[src/hdl/i2c_register_master_macros.svh]
// assertion macros used by the i2c register master engine
`ifndef I2C_REGISTER_MASTER_MACROS_SVH
`define I2C_REGISTER_MASTER_MACROS_SVH

// concurrent check on clk, off while in reset
`define I2CRM_ASSERT(lbl, prop, msg) \
	lbl: assert property (@(posedge clk) disable iff (!arst_n) prop) else $error(msg);

// implication check on clk
`define I2CRM_ASSERT_IMP(lbl, pre, post, msg) \
	`I2CRM_ASSERT(lbl, (pre) |-> (post), msg)

`endif

[src/hdl/i2crm_pkg.sv]
// types, constants and the transaction scripts of the i2c register master
package i2crm_pkg;

	typedef enum logic [4:0] {
		PH_IDLE, PH_ST_HIGH, PH_ST_SETUP, PH_TX_HOLD, PH_TX_LOW, PH_TX_HIGH,
		PH_TX_ALOW, PH_TX_ASET, PH_TX_AHIGH, PH_TX_ATAIL, PH_RX_HIGH, PH_RX_LOW,
		PH_RX_ASET, PH_RX_AHIGH, PH_RX_AHOLD, PH_RX_TAIL, PH_SP_SETUP, PH_SP_HIGH,
		PH_SP_HOLD
	} phase_t;

	typedef enum logic [2:0] {
		OP_END, OP_START, OP_TXA, OP_TXR, OP_TXRD, OP_TXV, OP_RX, OP_STOP
	} op_t;

	localparam logic [2:0] KIND_NONE = 3'd0;
	localparam logic [2:0] KIND_READ_REG = 3'd1;
	localparam logic [2:0] KIND_READ_BUF = 3'd2;
	localparam logic [2:0] KIND_WRITE_REG = 3'd3;
	localparam logic [2:0] KIND_READ_BYTE = 3'd4;
	localparam logic [2:0] KIND_WRITE_BYTE = 3'd5;

	localparam logic [1:0] REG_SETUP = 2'd0;
	localparam logic [1:0] REG_HOLD = 2'd1;
	localparam logic [1:0] REG_LOW = 2'd2;
	localparam logic [1:0] REG_HIGH = 2'd3;

	localparam logic [7:0] SETUP_RESET = 8'd1;
	localparam logic [7:0] HOLD_RESET = 8'd1;
	localparam logic [7:0] LOW_RESET = 8'd2;
	localparam logic [7:0] HIGH_RESET = 8'd7;

	typedef struct packed {
		logic [7:0] setup_ticks;
		logic [7:0] hold_ticks;
		logic [7:0] low_ticks;
		logic [7:0] high_ticks;
	} cfg_t;

	typedef struct packed {
		logic        is_cmd;
		logic [2:0]  kind;
		logic [7:0]  device_address;
		logic [7:0]  register_index;
		logic [7:0]  write_value;
		logic [15:0] byte_count;
		logic        sda_sample;
	} item_t;

	typedef struct packed {
		logic       scl_drive_low;
		logic       sda_drive_low;
		logic       busy_res;
		logic       byte_valid;
		logic [7:0] received_byte;
		logic       last_byte;
		logic       done_res;
		logic       ack_ok;
	} res_t;

	function automatic op_t script_op(input logic [2:0] kind, input logic [2:0] stage);
		op_t op;
		op = OP_END;
		case (kind)
			KIND_READ_REG, KIND_READ_BUF: begin
				case (stage)
					3'd0: op = OP_START;
					3'd1: op = OP_TXA;
					3'd2: op = OP_TXR;
					3'd3: op = OP_START;
					3'd4: op = OP_TXRD;
					3'd5: op = OP_RX;
					3'd6: op = OP_STOP;
					default: op = OP_END;
				endcase
			end
			KIND_WRITE_REG: begin
				case (stage)
					3'd0: op = OP_START;
					3'd1: op = OP_TXA;
					3'd2: op = OP_TXR;
					3'd3: op = OP_TXV;
					3'd4: op = OP_STOP;
					default: op = OP_END;
				endcase
			end
			KIND_READ_BYTE: begin
				case (stage)
					3'd0: op = OP_START;
					3'd1: op = OP_TXRD;
					3'd2: op = OP_RX;
					3'd3: op = OP_STOP;
					default: op = OP_END;
				endcase
			end
			KIND_WRITE_BYTE: begin
				case (stage)
					3'd0: op = OP_START;
					3'd1: op = OP_TXA;
					3'd2: op = OP_TXV;
					3'd3: op = OP_STOP;
					default: op = OP_END;
				endcase
			end
			default: op = OP_END;
		endcase
		return op;
	endfunction

	// a tick count of zero acts as one
	function automatic logic [7:0] ticks_of(input logic [7:0] t);
		return (t == 8'd0) ? 8'd1 : t;
	endfunction

endpackage

[src/hdl/i2crm_fifo.sv]
// small register queue between the front, the engine and the result side
module i2crm_fifo #(
	parameter int W = 8,
	parameter int DEPTH = 2
) (
	input  logic         clk,
	input  logic         arst_n,
	input  logic         push,
	input  logic [W-1:0] wdata,
	output logic         full,
	input  logic         pop,
	output logic [W-1:0] rdata,
	output logic         empty
);
	localparam int PW = $clog2(DEPTH);
	localparam int CW = $clog2(DEPTH + 1);

	logic [W-1:0]  mem_q [DEPTH];
	logic [PW-1:0] wr_ptr_q, rd_ptr_q;
	logic [CW-1:0] cnt_q;
	logic          push_ok, pop_ok;

	assign full = (cnt_q == CW'(DEPTH));
	assign empty = (cnt_q == '0);
	assign push_ok = push && !full;
	assign pop_ok = pop && !empty;
	assign rdata = mem_q[rd_ptr_q];

	always_ff @(posedge clk) begin
		if (push_ok) begin
			mem_q[wr_ptr_q] <= wdata;
		end
	end

	always_ff @(posedge clk or negedge arst_n) begin
		if (!arst_n) begin
			wr_ptr_q <= '0;
			rd_ptr_q <= '0;
			cnt_q <= '0;
		end else begin
			if (push_ok) begin
				wr_ptr_q <= (wr_ptr_q == PW'(DEPTH - 1)) ? '0 : wr_ptr_q + 1'b1;
			end
			if (pop_ok) begin
				rd_ptr_q <= (rd_ptr_q == PW'(DEPTH - 1)) ? '0 : rd_ptr_q + 1'b1;
			end
			if (push_ok && !pop_ok) begin
				cnt_q <= cnt_q + 1'b1;
			end else if (pop_ok && !push_ok) begin
				cnt_q <= cnt_q - 1'b1;
			end
		end
	end
endmodule

[src/hdl/i2crm_front.sv]
// front: classifies each incoming item as command or tick and queues it
module i2crm_front #(
	parameter int DEPTH = 2
) (
	input  logic                 clk,
	input  logic                 arst_n,
	input  logic                 push,
	output logic                 full,
	input  logic [2:0]           func,
	input  logic [7:0]           device_address,
	input  logic [7:0]           register_index,
	input  logic [7:0]           write_value,
	input  logic [15:0]          byte_count,
	input  logic                 sda_sample,
	input  logic                 item_pop,
	output i2crm_pkg::item_t     item,
	output logic                 item_empty
);
	import i2crm_pkg::*;

	item_t cls;
	logic [$bits(item_t)-1:0] q_rdata;

	always_comb begin
		cls.is_cmd = func inside {[KIND_READ_REG:KIND_WRITE_BYTE]};
		cls.kind = cls.is_cmd ? func : KIND_NONE;
		cls.device_address = device_address;
		cls.register_index = register_index;
		cls.write_value = write_value;
		// only buffer reads take the count; single reads move one byte
		if (func == KIND_READ_BUF) begin
			cls.byte_count = byte_count;
		end else if (func == KIND_READ_REG || func == KIND_READ_BYTE) begin
			cls.byte_count = 16'd1;
		end else begin
			cls.byte_count = 16'd0;
		end
		cls.sda_sample = sda_sample;
	end

	i2crm_fifo #(.W($bits(item_t)), .DEPTH(DEPTH)) u_q (
		.clk(clk), .arst_n(arst_n),
		.push(push), .wdata(cls), .full(full),
		.pop(item_pop), .rdata(q_rdata), .empty(item_empty)
	);

	assign item = item_t'(q_rdata);
endmodule

[src/hdl/i2crm_engine.sv]
// back end: bit sequencer that runs the transaction scripts one tick per item
`include "i2c_register_master_macros.svh"
module i2crm_engine (
	input  logic             clk,
	input  logic             arst_n,
	input  i2crm_pkg::cfg_t  cfg,
	input  i2crm_pkg::item_t item,
	input  logic             item_valid,
	output logic             item_pop,
	input  logic             res_full,
	output logic             res_push,
	output i2crm_pkg::res_t  res
);
	import i2crm_pkg::*;

	phase_t      phase_q, n_phase;
	logic [7:0]  delay_q, n_delay;
	logic [3:0]  bit_q, n_bit;
	logic [7:0]  shift_q, n_shift;
	logic [15:0] bytes_q, n_bytes;
	logic [2:0]  kind_q, n_kind;
	logic [7:0]  addr_q, n_addr;
	logic [7:0]  reg_q, n_reg;
	logic [7:0]  data_q, n_data;
	logic        acked_q, n_acked;
	logic [2:0]  stage_q, n_stage;
	logic        scl_q, n_scl, sda_q, n_sda;

	logic        fire;
	logic        do_begin;
	logic [2:0]  begin_stage;
	logic [7:0]  dec;
	op_t         sel_op;
	logic [2:0]  sel_stage;
	logic        found;
	op_t         cand;
	logic [3:0]  idx;

	assign fire = item_valid && !res_full;
	assign item_pop = fire;
	assign res_push = fire;

	// next op of the script at or after begin_stage, skipping guarded ops
	always_comb begin
		sel_op = OP_END;
		sel_stage = begin_stage;
		found = 1'b0;
		for (int i = 0; i < 8; i++) begin
			idx = {1'b0, begin_stage} + 4'(i);
			cand = script_op(n_kind, idx[2:0]);
			if (!found && !idx[3]) begin
				if (!(((cand == OP_TXR || cand == OP_TXV) && !n_acked)
						|| (cand == OP_RX && !(n_acked && n_bytes != 16'd0)))) begin
					found = 1'b1;
					sel_op = cand;
					sel_stage = idx[2:0];
				end
			end
		end
	end

	always_comb begin
		n_phase = phase_q; n_delay = delay_q; n_bit = bit_q; n_shift = shift_q;
		n_bytes = bytes_q; n_kind = kind_q; n_addr = addr_q; n_reg = reg_q;
		n_data = data_q; n_acked = acked_q; n_stage = stage_q;
		n_scl = scl_q; n_sda = sda_q;
		do_begin = 1'b0;
		begin_stage = stage_q + 3'd1;
		res = '0;
		res.scl_drive_low = scl_q;
		res.sda_drive_low = sda_q;
		dec = (delay_q != 8'd0) ? delay_q - 8'd1 : 8'd0;
		if (phase_q == PH_IDLE) begin
			if (item.is_cmd) begin
				n_kind = item.kind;
				n_addr = item.device_address;
				n_reg = item.register_index;
				n_data = item.write_value;
				n_bytes = item.byte_count;
				n_acked = 1'b0;
				do_begin = 1'b1;
				begin_stage = 3'd0;
			end
		end else begin
			n_delay = dec;
			if (dec == 8'd0) begin
				case (phase_q)
					PH_ST_HIGH: begin
						n_phase = PH_ST_SETUP; n_scl = 1'b0; n_sda = 1'b1;
						n_delay = ticks_of(cfg.setup_ticks);
					end
					PH_ST_SETUP: do_begin = 1'b1;
					PH_TX_HOLD: begin
						n_phase = PH_TX_LOW; n_scl = 1'b1; n_sda = !shift_q[7];
						n_delay = ticks_of(cfg.low_ticks);
					end
					PH_TX_LOW: begin
						n_phase = PH_TX_HIGH; n_scl = 1'b0;
						n_delay = ticks_of(cfg.high_ticks);
					end
					PH_TX_HIGH: begin
						n_shift = {shift_q[6:0], 1'b0};
						n_bit = (bit_q != 4'd0) ? bit_q - 4'd1 : 4'd0;
						n_scl = 1'b1;
						if (n_bit != 4'd0) begin
							n_phase = PH_TX_HOLD; n_delay = ticks_of(cfg.hold_ticks);
						end else begin
							n_phase = PH_TX_ALOW; n_delay = ticks_of(cfg.low_ticks);
						end
					end
					PH_TX_ALOW: begin
						n_phase = PH_TX_ASET; n_scl = 1'b1; n_sda = 1'b0;
						n_delay = ticks_of(cfg.setup_ticks);
					end
					PH_TX_ASET: begin
						n_phase = PH_TX_AHIGH; n_scl = 1'b0; n_sda = 1'b0;
						n_delay = ticks_of(cfg.high_ticks);
					end
					PH_TX_AHIGH: begin
						n_acked = !item.sda_sample;
						n_phase = PH_TX_ATAIL; n_scl = 1'b1; n_sda = 1'b0;
						n_delay = ticks_of(cfg.low_ticks);
					end
					PH_TX_ATAIL: do_begin = 1'b1;
					PH_RX_HIGH: begin
						n_shift = {shift_q[6:0], item.sda_sample};
						n_bit = (bit_q != 4'd0) ? bit_q - 4'd1 : 4'd0;
						if (n_bit == 4'd0) begin
							res.byte_valid = 1'b1;
							res.received_byte = n_shift;
							res.last_byte = (bytes_q == 16'd1);
						end
						n_phase = PH_RX_LOW; n_scl = 1'b1;
						n_delay = ticks_of(cfg.low_ticks);
					end
					PH_RX_LOW: begin
						if (bit_q != 4'd0) begin
							n_phase = PH_RX_HIGH; n_scl = 1'b0;
							n_delay = ticks_of(cfg.high_ticks);
						end else begin
							// ack every byte but the last
							n_phase = PH_RX_ASET; n_scl = 1'b1;
							n_sda = (bytes_q != 16'd1);
							n_delay = ticks_of(cfg.setup_ticks);
						end
					end
					PH_RX_ASET: begin
						n_phase = PH_RX_AHIGH; n_scl = 1'b0;
						n_delay = ticks_of(cfg.high_ticks);
					end
					PH_RX_AHIGH: begin
						n_phase = PH_RX_AHOLD; n_scl = 1'b1;
						n_delay = ticks_of(cfg.setup_ticks);
					end
					PH_RX_AHOLD: begin
						n_phase = PH_RX_TAIL; n_scl = 1'b1; n_sda = 1'b0;
						n_delay = ticks_of(cfg.low_ticks);
					end
					PH_RX_TAIL: begin
						n_bytes = (bytes_q != 16'd0) ? bytes_q - 16'd1 : 16'd0;
						if (n_bytes != 16'd0) begin
							n_shift = 8'd0; n_bit = 4'd8;
							n_phase = PH_RX_HIGH; n_scl = 1'b0;
							n_delay = ticks_of(cfg.high_ticks);
						end else begin
							do_begin = 1'b1;
						end
					end
					PH_SP_SETUP: begin
						n_phase = PH_SP_HIGH; n_scl = 1'b0; n_sda = 1'b1;
						n_delay = ticks_of(cfg.high_ticks);
					end
					PH_SP_HIGH: begin
						n_phase = PH_SP_HOLD; n_scl = 1'b0; n_sda = 1'b0;
						n_delay = ticks_of(cfg.hold_ticks);
					end
					PH_SP_HOLD: begin
						res.done_res = 1'b1;
						res.ack_ok = acked_q;
						n_phase = PH_IDLE; n_scl = 1'b0; n_sda = 1'b0; n_delay = 8'd0;
					end
					default: begin
						n_phase = PH_IDLE; n_scl = 1'b0; n_sda = 1'b0; n_delay = 8'd0;
					end
				endcase
			end
		end
		if (do_begin) begin
			n_stage = sel_stage;
			case (sel_op)
				OP_START: begin
					n_phase = PH_ST_HIGH; n_scl = 1'b0; n_sda = 1'b0;
					n_delay = ticks_of(cfg.high_ticks);
				end
				OP_TXA, OP_TXRD, OP_TXR, OP_TXV: begin
					case (sel_op)
						OP_TXA: n_shift = n_addr;
						OP_TXRD: n_shift = n_addr | 8'h01;
						OP_TXR: n_shift = n_reg;
						default: n_shift = n_data;
					endcase
					n_bit = 4'd8;
					n_phase = PH_TX_HOLD; n_scl = 1'b1;
					n_delay = ticks_of(cfg.hold_ticks);
				end
				OP_RX: begin
					n_shift = 8'd0; n_bit = 4'd8;
					n_phase = PH_RX_HIGH; n_scl = 1'b0;
					n_delay = ticks_of(cfg.high_ticks);
				end
				OP_STOP: begin
					n_phase = PH_SP_SETUP; n_scl = 1'b1; n_sda = 1'b1;
					n_delay = ticks_of(cfg.setup_ticks);
				end
				default: begin
					n_phase = PH_IDLE; n_scl = 1'b0; n_sda = 1'b0; n_delay = 8'd0;
				end
			endcase
		end
		res.busy_res = (n_phase != PH_IDLE);
	end

	always_ff @(posedge clk or negedge arst_n) begin
		if (!arst_n) begin
			phase_q <= PH_IDLE; delay_q <= '0; bit_q <= '0; shift_q <= '0;
			bytes_q <= '0; kind_q <= '0; addr_q <= '0; reg_q <= '0; data_q <= '0;
			acked_q <= 1'b0; stage_q <= '0; scl_q <= 1'b0; sda_q <= 1'b0;
		end else if (fire) begin
			phase_q <= n_phase; delay_q <= n_delay; bit_q <= n_bit; shift_q <= n_shift;
			bytes_q <= n_bytes; kind_q <= n_kind; addr_q <= n_addr; reg_q <= n_reg;
			data_q <= n_data; acked_q <= n_acked; stage_q <= n_stage;
			scl_q <= n_scl; sda_q <= n_sda;
		end
	end

	`I2CRM_ASSERT_IMP(a_done_not_busy, fire && res.done_res, !res.busy_res, "done while busy")
	`I2CRM_ASSERT_IMP(a_idle_released, phase_q == PH_IDLE, !scl_q && !sda_q, "drive in idle")
	`I2CRM_ASSERT(a_bit_range, bit_q <= 4'd8, "bit counter out of range")
	`I2CRM_ASSERT_IMP(a_byte_in_rx, fire && res.byte_valid, phase_q == PH_RX_HIGH,
		"byte outside receive")
endmodule

[src/hdl/i2c_register_master.sv]
// top level of the i2c register master: config port, front, engine, result queue
//  channel  | handshake         | payload
//  config   | psel/penable/pwr  | paddr, pwdata, prdata
//  items    | push / full       | func .. sda_sample
//  results  | pop / empty       | scl_drive_low .. ack_ok
// one item per clock unless a queue stalls; each item is one sequencer tick
// an accepted item is queued, then stepped; its result is queued for the ports
// either side may stall alone; the queues of QUEUE_DEPTH items absorb it
// reset clears queues, engine state and the tick registers to their defaults
module i2c_register_master #(
	parameter int QUEUE_DEPTH = 2
) (
	input  logic        clk,
	input  logic        arst_n,
	input  logic        psel,
	input  logic        penable,
	input  logic        pwrite,
	input  logic [3:0]  paddr,
	input  logic [31:0] pwdata,
	output logic [31:0] prdata,
	output logic        pready,
	input  logic        push,
	output logic        full,
	input  logic [2:0]  func,
	input  logic [7:0]  device_address,
	input  logic [7:0]  register_index,
	input  logic [7:0]  write_value,
	input  logic [15:0] byte_count,
	input  logic        sda_sample,
	output logic        empty,
	input  logic        pop,
	output logic        scl_drive_low,
	output logic        sda_drive_low,
	output logic        busy_res,
	output logic        byte_valid,
	output logic [7:0]  received_byte,
	output logic        last_byte,
	output logic        done_res,
	output logic        ack_ok
);
	import i2crm_pkg::*;

	cfg_t  cfg_q;
	item_t item;
	logic  item_empty, item_pop;
	logic  res_full, res_push;
	res_t  res, res_out;
	logic [$bits(res_t)-1:0] res_rdata;

	assign pready = 1'b1;

	always_ff @(posedge clk or negedge arst_n) begin
		if (!arst_n) begin
			cfg_q.setup_ticks <= SETUP_RESET;
			cfg_q.hold_ticks <= HOLD_RESET;
			cfg_q.low_ticks <= LOW_RESET;
			cfg_q.high_ticks <= HIGH_RESET;
		end else if (psel && penable && pwrite) begin
			case (paddr[3:2])
				REG_SETUP: cfg_q.setup_ticks <= pwdata[7:0];
				REG_HOLD: cfg_q.hold_ticks <= pwdata[7:0];
				REG_LOW: cfg_q.low_ticks <= pwdata[7:0];
				REG_HIGH: cfg_q.high_ticks <= pwdata[7:0];
				default: cfg_q <= cfg_q;
			endcase
		end
	end

	always_comb begin
		case (paddr[3:2])
			REG_SETUP: prdata = {24'd0, cfg_q.setup_ticks};
			REG_HOLD: prdata = {24'd0, cfg_q.hold_ticks};
			REG_LOW: prdata = {24'd0, cfg_q.low_ticks};
			REG_HIGH: prdata = {24'd0, cfg_q.high_ticks};
			default: prdata = '0;
		endcase
	end

	i2crm_front #(.DEPTH(QUEUE_DEPTH)) u_front (
		.clk(clk), .arst_n(arst_n), .push(push), .full(full),
		.func(func), .device_address(device_address), .register_index(register_index),
		.write_value(write_value), .byte_count(byte_count), .sda_sample(sda_sample),
		.item_pop(item_pop), .item(item), .item_empty(item_empty)
	);

	i2crm_engine u_engine (
		.clk(clk), .arst_n(arst_n), .cfg(cfg_q),
		.item(item), .item_valid(!item_empty), .item_pop(item_pop),
		.res_full(res_full), .res_push(res_push), .res(res)
	);

	i2crm_fifo #(.W($bits(res_t)), .DEPTH(QUEUE_DEPTH)) u_res_q (
		.clk(clk), .arst_n(arst_n),
		.push(res_push), .wdata(res), .full(res_full),
		.pop(pop), .rdata(res_rdata), .empty(empty)
	);

	assign res_out = res_t'(res_rdata);
	assign scl_drive_low = res_out.scl_drive_low;
	assign sda_drive_low = res_out.sda_drive_low;
	assign busy_res = res_out.busy_res;
	assign byte_valid = res_out.byte_valid;
	assign received_byte = res_out.received_byte;
	assign last_byte = res_out.last_byte;
	assign done_res = res_out.done_res;
	assign ack_ok = res_out.ack_ok;
endmodule
[config.mk]
export PLATFORM = sky130hd
export DESIGN_NAME = i2c_register_master
export DESIGN_NICKNAME = d
export VERILOG_FILES = /design/src/hdl/i2crm_pkg.sv /design/src/hdl/i2crm_fifo.sv /design/src/hdl/i2crm_front.sv /design/src/hdl/i2crm_engine.sv /design/src/hdl/i2c_register_master.sv
export VERILOG_INCLUDE_DIRS = /design/src /design/src/hdl
export SDC_FILE = /design/constraint.sdc
export NUM_CORES = 1
export LEC_CHECK = 0
export ABC_AREA = 1
export BUFFER_PORTS_ARGS = -buffer_cell sky130_fd_sc_hd__buf_2
export CAP_MARGIN = 25
export CORE_MARGIN = 3
export CORE_UTILIZATION = 36
export CTS_BUF_LIST = sky130_fd_sc_hd__clkbuf_4 sky130_fd_sc_hd__clkbuf_8
export DETAILED_ROUTE_END_ITERATION = 7
export PLACE_DENSITY = 0.55
export SYNTH_ARGS = -nofsm -noshare
export SYNTH_HDL_FRONTEND = slang
export SYNTH_SLANG_ARGS = --single-unit
[constraint.sdc]
create_clock -name clk -period 6 [get_ports clk]
set_input_delay 0.3 -clock clk [delete_from_list [all_inputs] [get_ports clk]]
set_output_delay 0.3 -clock clk [all_outputs]
set_load 0.01 [all_outputs]
==> flow_summary_export.csv, run 1 <==
group,metric,value,unit
power,power_leakage,7.926,nW
clock_tree,worst_skew_pair.late_latency,0.64,ns
critical_path,worstReg2RegEnd,"u_res_q.mem_q[0][12]$_DFFE_PP_",
critical_path,r2r_setup_slack,0.58,ns
synthesis,yosysSeqAreaShare,0.4345,
clock_tree,post_cts_buffers,0,
critical_path,r2r_cells,31,
floorplan,ios,137,
synthesis,ys_ff_latch,234,
global_route,grtUsageMet2,0.3172,
sta,tns,0,ns
layout,num_antenna_cells,0,
power,p_per_area,644.4,nW/um^2
critical_path,slowest_delay,0.47,ns
synthesis,synth_edf_count,120,
critical_path,crit_path_end_kind,"flip-flop",
power,power.switching,0.005889,W
global_route,grt_first_pass_wirelength,72590,microns
sta,finalClockSkew,0.04733,ns
power,worst_ir_drop_vdd,0.3368,mV
power,p_sw_frac,0.5301,
synthesis,netlist_area,14880,sq um
sta,maxSlewHeadroom,0.4295,
floorplan,die_area,43800,sq um
global_route,grt_max_degree,70,
sta,final_hold_viol_count,0,
layout,fin_nets,2276,
critical_path,cp-start-kind,"flip-flop",
layout,fin_area,17240,sq um
layout,area_growth,15.90,%
critical_path,r2r-start,"u_engine.phase_q[1]$_DFFE_PN0P_",
detailed_routing,ant_nets,0,
clock_tree,cts_tree,"done",
hold_path,hold_path_end,"u_front.u_q.mem_q[0][42]$_DFFE_PP_",
place,placed_area,15810,sq um
sta,maxSlewViolCount,0,
clock_tree,cts_sinks,234,
critical_path,crit_path_top_delay_cell,"dfrtp_1",
global_route,gr-usage-met3,0.03558,
critical_path,critPathRequiredTime,6.32,ns
layout,final_common_cell,"nand2_1",
detailed_routing,via_count,14060,
detailed_routing,finalWirelength,45250,microns
global_route,overflow,0,
synthesis,async_reset_ff_frac,0.4872,
global_route,top_usage_layer,"met2",
detailed_routing,first_pass_iters,5,
synthesis,syn_avg_cell_area,7.343,sq um
sta,rsz0062_at_grt,"false",
floorplan,die_w,209.3,microns
layout,final_cell_mix,"nand2_1, nor2_1, inv_1",
clock_tree,cts_root_buf,"clkbuf_8",
sta,tightest_slew,0.8468,ns
detailed_routing,wire_per_inst,16.60,microns
global_route,grt_use_met1,0.2898,
place,dp_hpwl,32410,microns
global_route,grtUsageTotal,0.2050,
critical_path,worst-setup-path-type,"flip-flop to flip-flop",
flow_run,drv_cap,0,
sta,max_freq,184.5,MHz
synthesis,ys_types,60,
sta,fin_crit,5.419,ns
floorplan,coreArea,40280,sq um
clock_tree,clk_path_buf_depth,3,
power,internal_power,0.005221,W
power,combinationalPowerShare,0.614,
outcome,status,"finished clean",
power,p_seq_frac,0.237,
sta,fin_crit_sh,0.9032,
global_route,antenna_found_initial,1,
place,portBuffers,85,
clock_tree,cts_max_level,2,
hold_path,min_path_type,"primary input to flip-flop",
hold_path,hp-start,"func[2]",
critical_path,path_common_cell,"nand2_1",
synthesis,synthFlopType,"edfxtp_1",
layout,drive_gt1_frac,0.1299,
place,place.gp.congestion,0.9332,
critical_path,arrival,5.73,ns
synthesis,ys_warn_count,0,
floorplan,row_count,73,
sta,setup_viol,0,
detailed_routing,drc,0,
layout,final_util,0.4280,
synthesis,synthCells,2026,
clock_tree,cts.clk_slew.worst_paths,0.06,ns
clock_tree,cts_buffers,44,
detailed_routing,viasPerCell,5.158,
floorplan,die_h,209.3,microns
hold_path,whs_path_depth,2,
global_route,grt_pass1_vias,13420,
power,p_clk_frac,0.150,
detailed_routing,drt_iter0_drc,1059,
floorplan,initial_utilization,0.3693,
critical_path,path_max_fanout,52,
-- flip-flops by register name (all words and copies together), names as in the netlist, 16 cells and up --
register / flops
cfg_q: 32
u_engine.bytes_q: 16
u_front.u_q.mem_q: 90
u_res_q.mem_q: 30
-- power groups by stage --
stage,combinational [W],sequential [W],clock [W]
floorplan,0.00496,0.00252,0
global placement,0.00669,0.00264,0
detailed placement,0.00672,0.00265,0
CTS,0.00676,0.00262,0.00172
global route,0.00766,0.00269,0.00179
finish,0.00682,0.00263,0.00166
-- cell families (layout without fill, tap and decap cells) --
logic type / Yosys count / after routing / synth area share
other cells: 2 / 25 / 0.0005048
simple gates: 1100 / 1100 / 0.3139
flops: 234 / 234 / 0.4345
buf+inv: 296 / 448 / 0.08478
mux: 4 / 4 / 0.002691
compound gates: 356 / 356 / 0.1366
xor+xnor: 13 / 13 / 0.009420
fa+ha+maj: 21 / 21 / 0.01766
-- synthesized netlist by cell type (24+ instances only) --
cell type | number | area share
nand4_1 | 25 | 0.011
dfrtp_1 | 108 | 0.18
nand2_1 | 645 | 0.16
nand3_1 | 93 | 0.031
o21ai_1 | 36 | 0.012
a21oi_1 | 69 | 0.023
inv_1 | 181 | 0.046
buf_4 | 30 | 0.015
edfxtp_1 | 120 | 0.24
nor2_1 | 242 | 0.061
clkbuf_1 | 44 | 0.011
o21ai_0 | 148 | 0.050
a31oi_1 | 24 | 0.010
-- through the flow --
stage | setup WS (ns) | hold slack (ns) | instances | total power, W
floorplan | 1.182 | 0.004409 | 2049 | 0.007485
global placement | 0.4227 | 0.4461 | 2599 | 0.009331
detailed placement | 0.3886 | 0.4511 | 2599 | 0.009363
CTS | 0.3627 | 0.006490 | 2726 | 0.01111
global route | 0.01544 | 0.03963 | 2726 | 0.01214
finish | 0.5809 | 0.06752 | 2726 | 0.01111
-- worst max path at each step --
| stage | startpoint | endpoint | slack, ns | cells after the start |
|---|---|---|---|---|
| floorplan | u_engine.phase_q[3]$_DFFE_PN0P_ | u_res_q.mem_q[0][12]$_DFFE_PP_ | 1.18 | 36 |
| global placement | u_engine.phase_q[1]$_DFFE_PN0P_ | u_res_q.mem_q[0][12]$_DFFE_PP_ | 0.42 | 31 |
| detailed placement | u_engine.phase_q[1]$_DFFE_PN0P_ | u_res_q.mem_q[0][12]$_DFFE_PP_ | 0.39 | 31 |
| CTS | u_engine.phase_q[1]$_DFFE_PN0P_ | u_res_q.mem_q[0][12]$_DFFE_PP_ | 0.36 | 31 |
| global route | u_engine.phase_q[1]$_DFFE_PN0P_ | u_res_q.mem_q[0][12]$_DFFE_PP_ | 0.02 | 31 |
| finish | u_engine.phase_q[1]$_DFFE_PN0P_ | u_res_q.mem_q[0][12]$_DFFE_PP_ | 0.58 | 31 |
-- cell type report --
type,count,area [sq um]
clock buffer,61,770.7
tap,525,656.9
fill,4166,23040
timing repair buffer,160,1119
sequential,234,6464
inverter,209,784.5
multi-input combinational,1519,7287
clock inverter,18,160.2
-- worst max-delay path, delay by kind of cell, from the launching register on --
family          cells  cell delay [ns]
simple gates       20             3.03
compound gates      4             0.55
buf+inv             7             1.06
flops               1             0.47
-- routing by layer --
| metal | vias up | wire, microns |
|---|---|---|
| li1 | 6924 | - |
| met5 | - | 7 |
| met2 | 492 | 19750 |
| met3 | 109 | 2905 |
| met4 | 2 | 1474 |
| met1 | 6534 | 21120 |
-- repair_timing --
| action | in CTS | in global routing |
|---|---|---|
| hold endpoints to repair | 167 | 0 |
| endpoints found under the setup margin | 0 | 27 |
| hold buffers | 48 | 0 |
| resized for setup | 0 | 7 |
No activity file was read; power rests on OpenSTA's default activity.
==> run 2: changes to the inputs <==
--- a/config.mk
+++ b/config.mk
@@ -9,11 +9,13 @@
 export ABC_AREA = 1
 export BUFFER_PORTS_ARGS = -buffer_cell sky130_fd_sc_hd__buf_2
 export CAP_MARGIN = 25
+export CELL_PAD_IN_SITES_DETAIL_PLACEMENT = 1
+export CELL_PAD_IN_SITES_GLOBAL_PLACEMENT = 1
 export CORE_MARGIN = 3
 export CORE_UTILIZATION = 36
 export CTS_BUF_LIST = sky130_fd_sc_hd__clkbuf_4 sky130_fd_sc_hd__clkbuf_8
 export DETAILED_ROUTE_END_ITERATION = 7
-export PLACE_DENSITY = 0.55
+export PLACE_DENSITY = 0.7
 export SYNTH_ARGS = -nofsm -noshare
 export SYNTH_HDL_FRONTEND = slang
 export SYNTH_SLANG_ARGS = --single-unit
==> run 2 against run 1 <==
Net effect: clock power increased by 2%; via count increased by 0.17%; die area unchanged; critical path depth decreased by 4; global-route usage increased by 1.4 points.
==> flow_summary_export.csv, run 2 (synthesized netlist as in run 1, its figures left out) <==
group,metric,value,unit
outcome,status,"finished clean",
critical_path,arrival,5.95,ns
sta,final_hold_viol_count,0,
power,combinationalPowerShare,0.618,
layout,largest_reg_flops,90,
layout,final_util,0.4261,
global_route,overflow,0,
floorplan,die_w,209.3,microns
clock_tree,cts.clk_slew.worst_paths,0.06,ns
layout,fin_nets,2264,
detailed_routing,ant_nets,0,
detailed_routing,via_count,14090,
layout,top_register,"u_front.u_q.mem_q",
sta,fin_crit,5.647,ns
layout,top_regs,"u_front.u_q.mem_q x90, cfg_q x32, u_res_q.mem_q x30",
clock_tree,clk_path_buf_depth,3,
detailed_routing,wire_per_inst,17.81,microns
critical_path,crit_path_end_kind,"flip-flop",
detailed_routing,drc,0,
sta,layout_setup_ws,0.3527,ns
global_route,grt_max_degree,60,
flow_run,drv_cap,0,
power,p_sw_frac,0.5316,
sta,finalClockSkew,0.02135,ns
power,power.switching,0.006045,W
floorplan,row_count,73,
clock_tree,cts_tree,"done",
power,p_clk_frac,0.149,
global_route,grt_first_pass_wirelength,78060,microns
hold_path,min_path_type,"primary input to flip-flop",
place,place.gp.congestion,0.8948,
floorplan,ios,137,
layout,drive_gt1_frac,0.1338,
detailed_routing,viasPerCell,5.188,
layout,fillers,5054,
power,p_per_area,662.5,nW/um^2
sta,setup_viol,0,
sta,fin_crit_sh,0.9412,
critical_path,path_max_fanout,13,
clock_tree,cts_sinks,234,
critical_path,critPathRequiredTime,6.30,ns
global_route,grtUsageTotal,0.2187,
clock_tree,worst_skew_pair.late_latency,0.59,ns
global_route,antenna_found_initial,0,
global_route,grt_pass1_vias,14550,
detailed_routing,drt_iter0_drc,905,
critical_path,cp-start-kind,"flip-flop",
layout,area_growth,15.37,%
detailed_routing,finalWirelength,48350,microns
layout,final_common_cell,"nand2_1",
floorplan,die_area,43800,sq um
power,worst_ir_drop_vdd,0.3428,mV
place,dpl_worst_slack,0.4422,ns
clock_tree,cts_max_level,2,
sta,max_freq,177.1,MHz
clock_tree,cts_buffers,43,
power,power_leakage,7.904,nW
floorplan,coreArea,40280,sq um
floorplan,initial_utilization,0.3693,
critical_path,worst-setup-path-type,"flip-flop to flip-flop",
power,internal_power,0.005326,W
sta,maxSlewHeadroom,0.3945,
place,portBuffers,85,
layout,num_antenna_cells,0,
layout,final_cell_mix,"nand2_1, nor2_1, inv_1",
sta,maxSlewViolCount,0,
place,dp_hpwl,34880,microns
power,p_seq_frac,0.233,
sta,tightest_slew,0.8830,ns
detailed_routing,first_pass_iters,7,
clock_tree,cts_root_buf,"clkbuf_8",
floorplan,die_h,209.3,microns
[run 2: cell types whose count changed in the layout (fill, tap and decap cells not counted), moves of 2 or more]
cell	delta
clkbuf_4	+2
clkbuf_8	+4
clkinv_1	-3
clkinv_2	-2
dlygate4sd3_1	-17
buf_4	+4
[run 2: power groups by stage]
| stage | Clock [W] | Combinational, W | Sequential [W] |
|---|---|---|---|
| floorplan | 0 | 0.00496 | 0.00252 |
| global placement | 0 | 0.00680 | 0.00265 |
| detailed placement | 0 | 0.00698 | 0.00268 |
| CTS | 0.00175 | 0.00703 | 0.00265 |
| global route | 0.00182 | 0.00786 | 0.00271 |
| finish | 0.00170 | 0.00702 | 0.00265 |
[run 2: worst paths after layout]
check                                                start                        endpoint  slack [ns]  depth (start not counted)
min reg2reg                 u_engine.addr_q[3]$_DFFE_PN0P_  u_engine.addr_q[3]$_DFFE_PN0P_        0.48                          2
max                        u_engine.phase_q[3]$_DFFE_PN0P_  u_res_q.mem_q[1][12]$_DFFE_PP_        0.35                         27
max in group asynchronous                           arst_n            cfg_q[3]$_DFFE_PN0P_        4.49                          4
min in group asynchronous                           arst_n  u_engine.kind_q[1]$_DFFE_PN0P_        0.25                          2
min                                              pwdata[7]           cfg_q[23]$_DFFE_PN0P_        0.04                          3
max reg2reg                u_engine.phase_q[3]$_DFFE_PN0P_  u_res_q.mem_q[1][12]$_DFFE_PP_        0.35                         27
[run 2: cell type report]
type                            instances  area (sq um)  area share
Clock buffer                           67         840.8     0.04899
Clock inverter                         12         121.4    0.007071
Inverter                              209         784.5     0.04571
Multi-Input combinational cell       1519          7274      0.4238
Sequential cell                       234          6464      0.3766
Tap cell                              525         656.9     0.03827
Timing Repair Buffer                  149          1022     0.05956
[run 2: repair_timing]
item,CTS,global route
endpoints found under the hold margin,93,0
buffers inserted,0,0
resized for setup,0,2
hold buffers,31,0
setup endpoints to repair,0,17
[run 2: critical path, cell delays in order, from the launching register on]
cell and delay, ns:
dfrtp_1 0.48, nor2_4 0.20, nand2_2 0.11, nor2_4 0.24, nand2_2 0.13, inv_2 0.12, nor2_4 0.08, inv_2 0.23
ha_1 0.51, inv_1 0.27, a21oi_1 0.26, inv_1 0.10, o21ai_0 0.18, nor2_1 0.09, o21ai_1 0.24, inv_1 0.08
nor3_1 0.21, a21oi_2 0.13, nor2_1 0.24, nand4_1 0.19, nand2_1 0.09, inv_1 0.05, nand2_2 0.09, nand2_4 0.11
xnor2_2 0.44, a21oi_1 0.12, a21oi_1 0.19, nand3_1 0.17
[run 2: through the flow]
step | power [W] | area, sq um | TNS, ns | hold slack [ns] | instances
after CTS | 0.01144 | 17160 | 0 | 0.002287 | 2715
after global routing | 0.01240 | 17160 | -0.03796 | 0.03635 | 2715
after global placement | 0.009446 | 15860 | 0 | 0.4585 | 2604
after detailed placement | 0.009658 | 15880 | 0 | 0.2896 | 2605
after floorplan | 0.007485 | 14960 | 0 | 0.004409 | 2049
final | 0.01137 | 17160 | 0 | 0.04261 | 2715
[run 2: layer usage]
layer | GRT usage | part of all wire | vias up
met5 | 0 | 0 | -
met4 | 0.06236 | 0.023 | 0
met3 | 0.02750 | 0.034 | 71
met2 | 0.3713 | 0.48 | 239
met1 | 0.2946 | 0.46 | 6882
li1 | - | - | 6893
==> run 3: changes to the inputs <==
--- a/config.mk
+++ b/config.mk
@@ -16,6 +16,7 @@
 export CTS_BUF_LIST = sky130_fd_sc_hd__clkbuf_4 sky130_fd_sc_hd__clkbuf_8
 export DETAILED_ROUTE_END_ITERATION = 7
 export PLACE_DENSITY = 0.7
+export RECOVER_POWER = 100
 export SYNTH_ARGS = -nofsm -noshare
 export SYNTH_HDL_FRONTEND = slang
 export SYNTH_SLANG_ARGS = --single-unit
==> run 3 against run 2 <==
Net effect: the flow now finishes with violations (capacitance limit, slew limit); total power decreased by 0.20%; largest cell class unchanged; first-iteration DRC count increased by 0.66%; largest power group unchanged; count of clock-buffer cells in the layout unchanged; highest routed layer unchanged; critical endpoint unchanged; clock power about the same; sequential power about the same; via count increased by 0.12%.
==> flow_summary_export.csv, run 3 (synthesized netlist as in run 1, its figures left out) <==
group,metric,value,unit
power,p_seq_frac,0.235,
place,dp_hpwl,34880,microns
power,internal_power,0.005305,W
layout,final_common_cell,"nand2_1",
floorplan,coreArea,40280,sq um
global_route,antenna_found_initial,0,
floorplan,initial_utilization,0.3693,
outcome,status,"finished with violations",
critical_path,crit_path_end_kind,"flip-flop",
layout,top_regs,"u_front.u_q.mem_q x90, cfg_q x32, u_res_q.mem_q x30",
sta,maxSlewHeadroom,-0.9429,
clock_tree,cts_tree,"done",
place,placed_area,15880,sq um
layout,final_cell_mix,"nand2_1, nor2_1, inv_1",
layout,area_growth,14.60,%
global_route,grtUsageTotal,0.2187,
clock_tree,cts_sinks,234,
floorplan,ios,137,
layout,num_antenna_cells,0,
floorplan,die_w,209.3,microns
layout,fin_area,17050,sq um
place,portBuffers,85,
global_route,grt_max_degree,60,
clock_tree,worst_skew_pair.late_latency,0.59,ns
detailed_routing,viasPerCell,5.194,
critical_path,arrival,5.92,ns
power,power_leakage,7.725,nW
layout,drive_gt1_frac,0.1078,
sta,setup_viol,0,
sta,fin_crit,5.614,ns
floorplan,die_h,209.3,microns
detailed_routing,drc,0,
power,power.switching,0.006043,W
critical_path,worst-setup-path-type,"flip-flop to flip-flop",
global_route,overflow,0,
layout,largest_reg_flops,90,
sta,fin_crit_sh,0.9356,
clock_tree,cts_root_buf,"clkbuf_8",
layout,fin_nets,2264,
critical_path,cp-start-kind,"flip-flop",
power,p_total,0.01135,W
power,combinationalPowerShare,0.616,
sta,max_freq,178.1,MHz
outcome,violations,"capacitance limit, slew limit",
sta,maxSlewViolCount,227,
global_route,grt_first_pass_wirelength,78060,microns
power,p_sw_frac,0.5325,
sta,whs,0.04003,ns
clock_tree,cts_buffers,43,
power,worst_ir_drop_vdd,0.3433,mV
layout,layoutNonFillerInstCount,2715,
place,placed_cells,2605,
sta,final_hold_viol_count,0,
detailed_routing,first_pass_iters,5,
critical_path,path_max_fanout,13,
detailed_routing,drt_iter0_drc,911,
detailed_routing,ant_nets,0,
critical_path,critPathRequiredTime,6.31,ns
detailed_routing,wire_per_inst,17.82,microns
critical_path,r2r_setup_slack,0.39,ns
detailed_routing,via_count,14100,
sta,finalClockSkew,0.02021,ns
sta,tightest_slew,2.914,ns
clock_tree,cts.clk_slew.worst_paths,0.06,ns
power,p_per_area,665.6,nW/um^2
floorplan,die_area,43800,sq um
hold_path,min_path_type,"primary input to flip-flop",
flow_run,drv_cap,5,
global_route,grt_pass1_vias,14550,
detailed_routing,finalWirelength,48390,microns
clock_tree,clk_path_buf_depth,3,
power,p_clk_frac,0.149,
clock_tree,cts_max_level,2,
floorplan,row_count,73,
layout,top_register,"u_front.u_q.mem_q",
place,place.gp.congestion,0.8948,
-- run 3: cell count changes in the layout (fill, tap and decap cells not counted), sizes merged --
cell | before | now
buf | 118 | 62
clkbuf | 67 | 123
-- run 3: metrics by stage --
step / worst slack, ns / setup TNS (ns) / utilization
finish: 0.3865 / 0 / 0.4233
floorplan: 1.182 / 0 / -
CTS: 0.4190 / 0 / 0.4259
detailed placement: 0.4422 / 0 / 0.3943
global placement: 0.5058 / 0 / 0.3936
global route: -0.01898 / -0.04023 / 0.4233
-- run 3: what timing repair did --
item	CTS	global route
gates resized for setup	0	2
hold endpoints to repair	93	0
setup endpoints to repair	0	17
setup buffers	0	0
hold buffers	31	0
-- run 3: metal layers --
metal / vias up / track usage / share of wire
met4: 0 / 0.06236 / 0.023
met3: 69 / 0.02750 / 0.034
li1: 6896 / - / -
met2: 240 / 0.3713 / 0.48
met5: - / 0 / 0
met1: 6897 / 0.2946 / 0.46
-- run 3: critical path, cell delays in order (launching register included) --
cell and delay, ns:
dfrtp_1 0.48, nor2_4 0.20, nand2_2 0.11, nor2_4 0.24, nand2_2 0.13, inv_2 0.12
nor2_4 0.08, inv_2 0.23, ha_1 0.50, inv_1 0.27, a21oi_1 0.25, inv_1 0.10
o21ai_0 0.18, nor2_1 0.09, o21ai_1 0.23, inv_1 0.07, nor3_1 0.21, a21oi_2 0.13
nor2_1 0.24, nand4_1 0.19, nand2_1 0.09, inv_1 0.05, nand2_2 0.09, nand2_4 0.11
xnor2_2 0.44, a21oi_1 0.12, a21oi_1 0.19, nand3_1 0.17
-- run 3: cell type report --
| class | count | area, sq um |
|---|---|---|
| Clock buffer | 67 | 840.8 |
| Tap cell | 525 | 656.9 |
| Multi-Input combinational cell | 1519 | 7272 |
| Clock inverter | 12 | 121.4 |
| Fill cell | 5084 | 23230 |
| Inverter | 209 | 784.5 |
| Timing Repair Buffer | 149 | 909.6 |
| Sequential cell | 234 | 6464 |
-- run 3: final timing paths --
| kind | startpoint | endpoint | depth (start not counted) |
|---|---|---|---|
| max | u_engine.phase_q[3]$_DFFE_PN0P_ | u_res_q.mem_q[1][12]$_DFFE_PP_ | 27 |
| min | pwdata[7] | cfg_q[23]$_DFFE_PN0P_ | 3 |
| max reg2reg | u_engine.phase_q[3]$_DFFE_PN0P_ | u_res_q.mem_q[1][12]$_DFFE_PP_ | 27 |
| min reg2reg | u_engine.addr_q[3]$_DFFE_PN0P_ | u_engine.addr_q[3]$_DFFE_PN0P_ | 2 |
| max in group asynchronous | arst_n | u_engine.stage_q[0]$_DFFE_PN0P_ | 4 |
| min in group asynchronous | arst_n | u_engine.kind_q[1]$_DFFE_PN0P_ | 2 |
-- run 3: power by group through the flow --
stage / Clock [W] / Combinational [W] / Sequential, W
6_report: 0.00170 / 0.00698 / 0.00267
5_1_grt: 0.00182 / 0.00783 / 0.00273
4_1_cts: 0.00175 / 0.00703 / 0.00265
3_5_place_dp: 0 / 0.00698 / 0.00268
3_3_place_gp: 0 / 0.00680 / 0.00265
2_1_floorplan: 0 / 0.00496 / 0.00252
